`src/hdl/ddict_pkg.sv`:
```
// Shared types, sizes and constants for the dense id dictionary.
`default_nettype none
package ddict_pkg;

  localparam int ENTITY_SLOTS   = 4096;
  localparam int RELATION_SLOTS = 1024;
  localparam int KEY_BITS       = 32;
  localparam int ID_W           = 12;

  localparam int ENT_IDX_W = $clog2(ENTITY_SLOTS);
  localparam int ENT_CNT_W = $clog2(ENTITY_SLOTS + 1);
  localparam int REL_IDX_W = $clog2(RELATION_SLOTS);
  localparam int REL_CNT_W = $clog2(RELATION_SLOTS + 1);
  localparam int SCAN_W    = (ENT_CNT_W > REL_CNT_W) ? ENT_CNT_W : REL_CNT_W;

  localparam int QDEPTH = 2;
  localparam int QPTR_W = $clog2(QDEPTH);
  localparam int QCNT_W = $clog2(QDEPTH + 1);

  typedef logic [KEY_BITS-1:0]  key_t;
  typedef logic [ID_W-1:0]      id_t;
  typedef logic [ENT_IDX_W-1:0] ent_idx_t;
  typedef logic [ENT_CNT_W-1:0] ent_cnt_t;
  typedef logic [REL_IDX_W-1:0] rel_idx_t;
  typedef logic [REL_CNT_W-1:0] rel_cnt_t;
  typedef logic [SCAN_W-1:0]    scan_t;
  typedef logic [QPTR_W-1:0]    qptr_t;
  typedef logic [QCNT_W-1:0]    qcnt_t;

  localparam ent_cnt_t ENT_FULL = ent_cnt_t'(ENTITY_SLOTS);
  localparam rel_cnt_t REL_FULL = rel_cnt_t'(RELATION_SLOTS);
  localparam qcnt_t    Q_FULL   = qcnt_t'(QDEPTH);
  localparam qptr_t    Q_LAST   = qptr_t'(QDEPTH - 1);

  localparam logic SEL_ENTITY   = 1'b0;
  localparam logic SEL_RELATION = 1'b1;

  typedef struct packed {
    logic sel;
    key_t key;
  } q_entry_t;

endpackage
`default_nettype wire

```
`src/hdl/ddict_front.sv`:
```
// Front end: accepts requests and queues the table select and key for the lookup engine.
`default_nettype none
module ddict_front (
  input  wire logic                clk,
  input  wire logic                rst,
  input  wire logic                start,
  output logic                     busy,
  input  wire logic                table_select,
  input  wire logic [31:0]         ext_key,
  input  wire logic                q_pop,
  output logic                     q_valid,
  output ddict_pkg::q_entry_t      q_head
);

  ddict_pkg::q_entry_t ents [ddict_pkg::QDEPTH];
  ddict_pkg::qptr_t    wr_ptr;
  ddict_pkg::qptr_t    rd_ptr;
  ddict_pkg::qcnt_t    qcnt;
  logic                push;

  assign busy    = (qcnt == ddict_pkg::Q_FULL);
  assign push    = start && !busy;
  assign q_valid = (qcnt != '0);
  assign q_head  = ents[rd_ptr];

  always_ff @(posedge clk) begin
    if (push) begin
      ents[wr_ptr].sel <= table_select;
      ents[wr_ptr].key <= ddict_pkg::key_t'(ext_key);
    end
  end

  always_ff @(posedge clk) begin
    if (rst) begin
      wr_ptr <= '0;
      rd_ptr <= '0;
      qcnt   <= '0;
    end else begin
      if (push) begin
        wr_ptr <= (wr_ptr == ddict_pkg::Q_LAST) ? '0 : wr_ptr + ddict_pkg::qptr_t'(1);
      end
      if (q_pop) begin
        rd_ptr <= (rd_ptr == ddict_pkg::Q_LAST) ? '0 : rd_ptr + ddict_pkg::qptr_t'(1);
      end
      unique case ({push, q_pop})
        2'b10:   qcnt <= qcnt + ddict_pkg::qcnt_t'(1);
        2'b01:   qcnt <= qcnt - ddict_pkg::qcnt_t'(1);
        default: qcnt <= qcnt;
      endcase
    end
  end

endmodule
`default_nettype wire

```
`config.mk`:
```
export PLATFORM = sky130hd
export DESIGN_NAME = ddict_front
export DESIGN_NICKNAME = d
export VERILOG_FILES = /design/src/hdl/ddict_pkg.sv /design/src/hdl/ddict_front.sv
export SDC_FILE = /design/constraint.sdc
export NUM_CORES = 1
export LEC_CHECK = 0
export ABC_AREA = 1
export BUFFER_PORTS_ARGS = -buffer_cell sky130_fd_sc_hd__buf_2
export CORE_MARGIN = 2
export CORE_UTILIZATION = 52
export CTS_CLUSTER_DIAMETER = 60
export CTS_CLUSTER_SIZE = 25
export DETAILED_ROUTE_END_ITERATION = 7
export HOLD_SLACK_MARGIN = 0.15
export PLACE_DENSITY_LB_ADDON = 0.25
export SLEW_MARGIN = 25
export SYNTH_ARGS = -nofsm -noshare
export SYNTH_HDL_FRONTEND = slang
export SYNTH_SLANG_ARGS = --single-unit
```
`constraint.sdc`:
```
create_clock -name clk -period 2.8 [get_ports clk]
set_input_delay 0.56 -clock clk [delete_from_list [all_inputs] [get_ports clk]]
set_output_delay 0.56 -clock clk [all_outputs]
set_load 0.05 [all_outputs]
```
==> flow_metrics.tcl, run 1 <==
set metrics [dict create \
    status "completed" \
    critical_path_required_ps 2240 \
    grt_max_degree 22 \
    slew_viol_final 0 \
    ys_seq_area_frac 0.751 \
    p_sw_frac 0.293 \
    routed_wl_mm 4.28 \
    hold_path_depth 1 \
    timing.final.crit_share 0.759 \
    area_growth_pct 21.3 \
    core_area_um2 5140 \
    rrSetupSlack_ps 1020 \
    cts_sinks 71 \
    antenna_found_initial 0 \
    cts_tree "built" \
    initial_utilization 0.539 \
    worst_ep_arrival_time_ps 1560 \
    holdPathEnd "ents[0][10]" \
    slowest_delay_ps 380 \
    nets 259 \
    setup_viol 0 \
    synth_seq_cells 71 \
    startpoint_type "flop" \
    maxSlewHeadroom 0.615 \
    vias_per_cell 4.73 \
    pin_count 72 \
    powerDensity_nw_per_um2 732 \
    drc 0 \
    synth_nets 177 \
    cts_buffer_depth 2 \
    cts_root_buf "clkbuf_8" \
    power_w 0.00246 \
    clkPwrFrac 0.258 \
    port_buffers 71 \
    tns_ps 0 \
    cts_resized 0 \
    avgSynthCellArea_um2 19.9 \
    hold_violations 0 \
    post_cts_buffers 0 \
    grt_use_total 0.157 \
    path_buf_inv 2 \
    crit_path_top_delay_cell "mux2_2" \
    grt_pass1_wl_mm 6.84 \
    wl_per_cell_um 14.5 \
    ys_types 14 \
    yosysWarnings 0 \
    die_h_um 77.0 \
    final_util 0.654 \
    drive_gt1_frac 0.547 \
    syn_area_um2 2770 \
    placed_area_um2 3210 \
    worstSetupPathType "flop to primary output" \
    reg2reg_depth 6 \
    first_pass_iters 4 \
    path_max_fanout 20 \
    finClkSkew_ps 10.2 \
    clk_pin_slew_ps 60 \
    crit_chain "buf_4 -> mux2_2 -> buf_2" \
    reg2reg_to "ents[1][18]" \
    vias 1394 \
    fmax_mhz 471 \
    endpoint_kind "primary output" \
    h-tree-depth 3 \
    min_from "ext_key[10]" \
    p_switching_w 0.000722 \
    cp_top_family "buffers and inverters" \
    hold_class "input pin to flop" \
    die_w_um 77.0 \
    total_leakage_power_nw 1.38 \
    dp_hpwl_mm 3.10 \
    combPwrFrac 0.223 \
    ant_nets 0 \
    max-cap-violations 0 \
    tightest_slew_ps 577 \
    p_int_w 0.00174 \
    hold_buffers 0 \
    rsz0062_at_grt "false" \
    post-route-min-period_ps 2120 \
    gp_congestion 0.792 \
    synthCells 139 \
    numCtsBuffers 9 \
    drt_first_iter_violations 91 \
    grt_pass1_vias 1406 \
    reg2reg_from "qcnt[1]" \
    peakVddDrop_mv 0.446 \
    finalInstanceArea_um2 3360 \
    floorplan.rows 26 \
    p_seq_frac 0.519 \
    dieArea_um2 5930 \
    antennaDiodeCount 0 \
    final_cells 295 \
    place_inst 280 \
    grt-ovfl-total 0 \
    insertion_delay_ps 330 \
]
## flip-flops by register name, indices dropped and copies added (netlist names), named ones only
name,flops
rd_ptr,1
wr_ptr,1
ents,66
qcnt,2
## how the worst max path moves through the flow
stage                     startpoint          end  slack [ps]  depth (start not counted)
after floorplan              qcnt[0]   ents[0][0]         130                          4
after global placement         start  ents[1][16]         940                          6
after detailed placement       start   ents[1][3]         800                          6
after CTS                       flop   q_head[20]         630                          3
after global routing            flop   q_head[19]         580                          3
final                           flop   q_head[19]         680                          3
## through the flow
stage	setup WS [ps]	hold WS, ps
CTS	628	398
global placement	944	486
global route	584	390
finish	676	418
floorplan	127	476
detailed placement	802	511
## cell usage after synthesis, drive strengths merged
cell	n	area share
ha	1	0.0045
inv	8	0.011
edfxtp	66	0.71
dfxtp	5	0.036
xnor2	1	0.0032
a21oi	1	0.0018
buf	4	0.026
mux2	33	0.17
nor2	11	0.015
nand2	7	0.0095
o21ai	1	0.0018
nand4	1	0.0023
## per-layer routing
| metal | part of all wire | global-route usage | vias up | wire (um) |
|---|---|---|---|---|
| li1 | - | - | 681 | - |
| met1 | 0.41 | 0.183 | 661 | 1750 |
| met2 | 0.52 | 0.248 | 46 | 2210 |
| met3 | 0.064 | 0.0729 | 6 | 275 |
| met4 | 0.012 | 0.0696 | 0 | 50 |
| met5 | 0 | 0 | - | 0 |
## power groups by stage
stage	Combinational (W)	Sequential (W)	Clock, W
4_1_cts	0.000556	0.00128	0.000657
6_report	0.000549	0.00128	0.000635
3_5_place_dp	0.000555	0.00130	0
5_1_grt	0.000579	0.00128	0.000711
2_1_floorplan	0.000442	0.00130	0
3_3_place_gp	0.000542	0.00130	0
## placed cells by master (no fill, tap or decap)
| cell type | Yosys | final |
|---|---|---|
| nand4_1 | 1 | 1 |
| clkbuf_1 | 0 | 1 |
| a21oi_1 | 1 | 1 |
| ha_1 | 1 | 1 |
| xnor2_1 | 1 | 1 |
| dfxtp_1 | 5 | 4 |
| mux2_4 | 30 | 30 |
| clkinv_1 | 0 | 1 |
| nor2_4 | 0 | 1 |
| buf_2 | 0 | 71 |
| clkbuf_8 | 0 | 9 |
| buf_4 | 0 | 2 |
| o21ai_0 | 1 | 1 |
| mux2_2 | 3 | 3 |
| clkinv_2 | 0 | 3 |
| edfxtp_1 | 66 | 66 |
| nand2_1 | 7 | 7 |
| clkinvlp_4 | 0 | 1 |
| buf_12 | 3 | 2 |
| inv_1 | 8 | 8 |
| dfxtp_2 | 0 | 1 |
| nor2_1 | 11 | 10 |
## cell type report
class	instances	area (um2)
clock buffers	10	128
clock inverters	5	26.3
fillers	394	1780
inverters	8	30.0
multi-input cells	56	597
flip-flops and latches	71	2080
well taps	70	87.6
repair buffers	75	410
## kinds of logic (layout without fill, tap and decap cells)
family / count (synthesis) / in the layout / share of synthesized area
flip-flops: 71 / 71 / 0.751
multiplexers: 33 / 33 / 0.175
AND/OR/NAND/NOR: 19 / 19 / 0.0266
buffers and inverters: 12 / 98 / 0.0366
AO/OA/AOI/OAI: 2 / 2 / 0.00361
adder cells (fa/ha/maj): 1 / 1 / 0.00451
XOR/XNOR: 1 / 1 / 0.00316
No activity file was read; power rests on OpenSTA's default activity.
==> run 2, diff against run 1 <==
--- a/config.mk
+++ b/config.mk
@@ -5,10 +5,10 @@
 export SDC_FILE = /design/constraint.sdc
 export NUM_CORES = 1
 export LEC_CHECK = 0
-export ABC_AREA = 1
+export ABC_AREA = 0
 export BUFFER_PORTS_ARGS = -buffer_cell sky130_fd_sc_hd__buf_2
 export CORE_MARGIN = 2
-export CORE_UTILIZATION = 52
+export CORE_UTILIZATION = 46
 export CTS_CLUSTER_DIAMETER = 60
 export CTS_CLUSTER_SIZE = 25
 export DETAILED_ROUTE_END_ITERATION = 7
==> constraint.sdc (replaced) <==
create_clock -name clk -period 1.88 [get_ports clk]
set_input_delay 0.376 -clock clk [delete_from_list [all_inputs] [get_ports clk]]
set_output_delay 0.376 -clock clk [all_outputs]
set_load 0.05 [all_outputs]
==> run 2 against run 1 <==
Compared with the run above:
- sequential power up 52%
- die area up 5.4%
- count of clock-buffer cells in the layout down 1
- routed wire length up 6.4%
- register-to-register slack worse by 760 ps
- utilization down 5.4 points
- combinational power up 59%
- non-clock buffer count unchanged
- final cell count down 2.7%
- global-route usage down 0.52 points
- area after synthesis down 6.5%
- synthesized cell count down 7.9%
==> flow_metrics.tcl, run 2 <==
set metrics [dict create \
    avgSynthCellArea_um2 20.3 \
    tightest_slew_ps 258 \
    ys_seq_area_frac 0.803 \
    ant_nets 0 \
    vias 1378 \
    grt-ovfl-total 0 \
    final_common_cell "buf_2" \
    setup_slack_ps 71.0 \
    grt_use_total 0.151 \
    most-common-layout-cells "buf_2, edfxtp_1, mux2_2, clkbuf_8, dfxtp_1" \
    die_w_um 79.1 \
    crit_path_top_delay_cell "dfxtp_2" \
    power_w 0.00393 \
    slowest_delay_ps 360 \
    critical_path_required_ps 1500 \
    antenna_found_initial 0 \
    cts_buffer_depth 2 \
    rsz0062_at_grt "false" \
    initial_utilization 0.474 \
    grt_pass1_vias 1479 \
    synth_commonest_cells "edfxtp_1, mux2_2, dfxtp_1" \
    grt_pass1_wl_mm 6.85 \
    p_seq_frac 0.493 \
    nFillCells 448 \
    area_growth_pct 26.6 \
    place_inst 271 \
    worst_ep_arrival_time_ps 1430 \
    largest_register "ents" \
    peakVddDrop_mv 0.551 \
    synth-edff-count 66 \
    first_pass_iters 4 \
    pin_count 72 \
    startpoint_type "flop" \
    placed_area_um2 3080 \
    wl_per_cell_um 15.9 \
    timing.final.crit_share 0.962 \
    drc 0 \
    dp_hpwl_mm 3.13 \
    hold_violations 0 \
    cts_tree "built" \
    setup_viol 0 \
    cts_sinks 71 \
    routed_wl_mm 4.56 \
    path_buf_inv 2 \
    h-tree-depth 3 \
    max-cap-violations 0 \
    reg.largest.list "ents (66), qcnt (2)" \
    p_switching_w 0.00118 \
    yosysWarnings 0 \
    hold_buffers 0 \
    synth_nets 166 \
    final_cells 287 \
    slew_viol_final 0 \
    endpoint_kind "primary output" \
    dieArea_um2 6250 \
    path_max_fanout 22 \
    nets 248 \
    post-route-min-period_ps 1810 \
    combPwrFrac 0.222 \
    ys_types 17 \
    cp_top_family "buffers and inverters" \
    core_area_um2 5470 \
    drt_first_iter_violations 74 \
    largest_reg_flops 66 \
    vias_per_cell 4.80 \
    worstSetupPathType "flop to primary output" \
    synthCells 128 \
    crit_chain "buf_12 -> mux2_2 -> buf_2" \
    drive_gt1_frac 0.595 \
    finalInstanceArea_um2 3280 \
    p_int_w 0.00275 \
    maxSlewHeadroom 0.829 \
    synth_seq_cells 71 \
    syn_area_um2 2590 \
    status "completed" \
    finClkSkew_ps 9.80 \
    gp_congestion 0.706 \
    numCtsBuffers 9 \
    fmax_mhz 553 \
    synth.most_common_cell "edfxtp_1" \
    die_h_um 79.1 \
    clkPwrFrac 0.285 \
    ys_async_sr_fraction 0 \
    whs_ps 227 \
    grt_max_degree 34 \
    hold_class "input pin to flop" \
    cts_root_buf "clkbuf_8" \
    synth-main-ff-cell "edfxtp_1" \
    clk_pin_slew_ps 80 \
    total_leakage_power_nw 1.25 \
    insertion_delay_ps 330 \
    port_buffers 71 \
    powerDensity_nw_per_um2 1200 \
    antennaDiodeCount 0 \
    floorplan.rows 27 \
    synth_top_cell_area_share 0.764 \
    synth_area_leader_cell "edfxtp_1" \
    p_sw_frac 0.300 \
    post_cts_buffers 0 \
    post-place-ws_ps 260 \
    synth_top_cells_by_area "edfxtp_1, mux2_2, dfxtp_1, buf_2, xnor2_1" \
]
## run 2: cell types whose count changed in the layout (fill, tap and decap cells not counted), moves of 2 or more
cell,delta
buf_4,-2
nor2_1,-7
mux2_2,+30
nand2_1,-6
or3_1,+2
clkinvlp_4,+2
inv_1,-7
mux2_4,-30
## run 2: through the flow
stage / setup TNS, ps / utilization
floorplan: 0 / -
global placement: 0 / 0.562
detailed placement: 0 / 0.562
CTS: -20.5 / 0.598
global route: 0 / 0.600
finish: 0 / 0.600
## run 2: cell families after synthesis
| group | Yosys count | share of synthesized area |
|---|---|---|
| flops | 71 | 0.803 |
| mux | 33 | 0.143 |
| simple gates | 9 | 0.0188 |
| buf+inv | 7 | 0.0121 |
| compound gates | 4 | 0.00772 |
| xor+xnor | 3 | 0.0101 |
| fa+ha+maj | 1 | 0.00483 |
## run 2: power groups by stage
stage / registers (W) / clock network (W) / logic [W]
final: 0.00194 / 0.00112 / 0.000872
after global routing: 0.00195 / 0.00122 / 0.000917
after CTS: 0.00194 / 0.00116 / 0.000878
after detailed placement: 0.00197 / 0 / 0.000872
after global placement: 0.00196 / 0 / 0.000851
after floorplan: 0.00196 / 0 / 0.000653
## run 2: metal layers
layer / wire length [um] / share of wire / up-vias / global-route usage
li1: - / - / 660 / -
met1: 1770 / 0.39 / 665 / 0.168
met2: 2470 / 0.54 / 47 / 0.263
met3: 253 / 0.056 / 6 / 0.0420
met4: 68 / 0.015 / 0 / 0.0828
met5: 0 / 0 / - / 0
## run 2: timing repair
action / CTS / global route
resized for setup: 2 / 3
hold endpoints to repair: 0 / 0
endpoints found under the setup margin: 22 / 33
## run 2: worst paths after layout
check,start,end,slack (ps),cells after the start
worst min register to register,wr_ptr,wr_ptr,520,2
worst min-delay path,ext_key[8],ents[1][8],230,1
worst max-delay path,flop,q_head[10],70,3
worst max register to register,qcnt[0],ents[0][4],260,5
## run 2: worst reg2reg max path: stages (launching register included)
cell and delay (ps):
dfxtp_1 400, nand2b_2 180, inv_2 40, or3_1 370
clkinvlp_4 110, buf_12 210
## run 2: cell type report
type	instances	area, um2	share of cell area
Clock inverter	7	63.8	0.0194
Multi-Input combinational cell	50	479	0.146
Sequential cell	71	2080	0.635
Tap cell	72	90.1	0.0274
Timing Repair Buffer	75	427	0.130
Clock buffer	9	124	0.0377
Inverter	3	15.0	0.00457
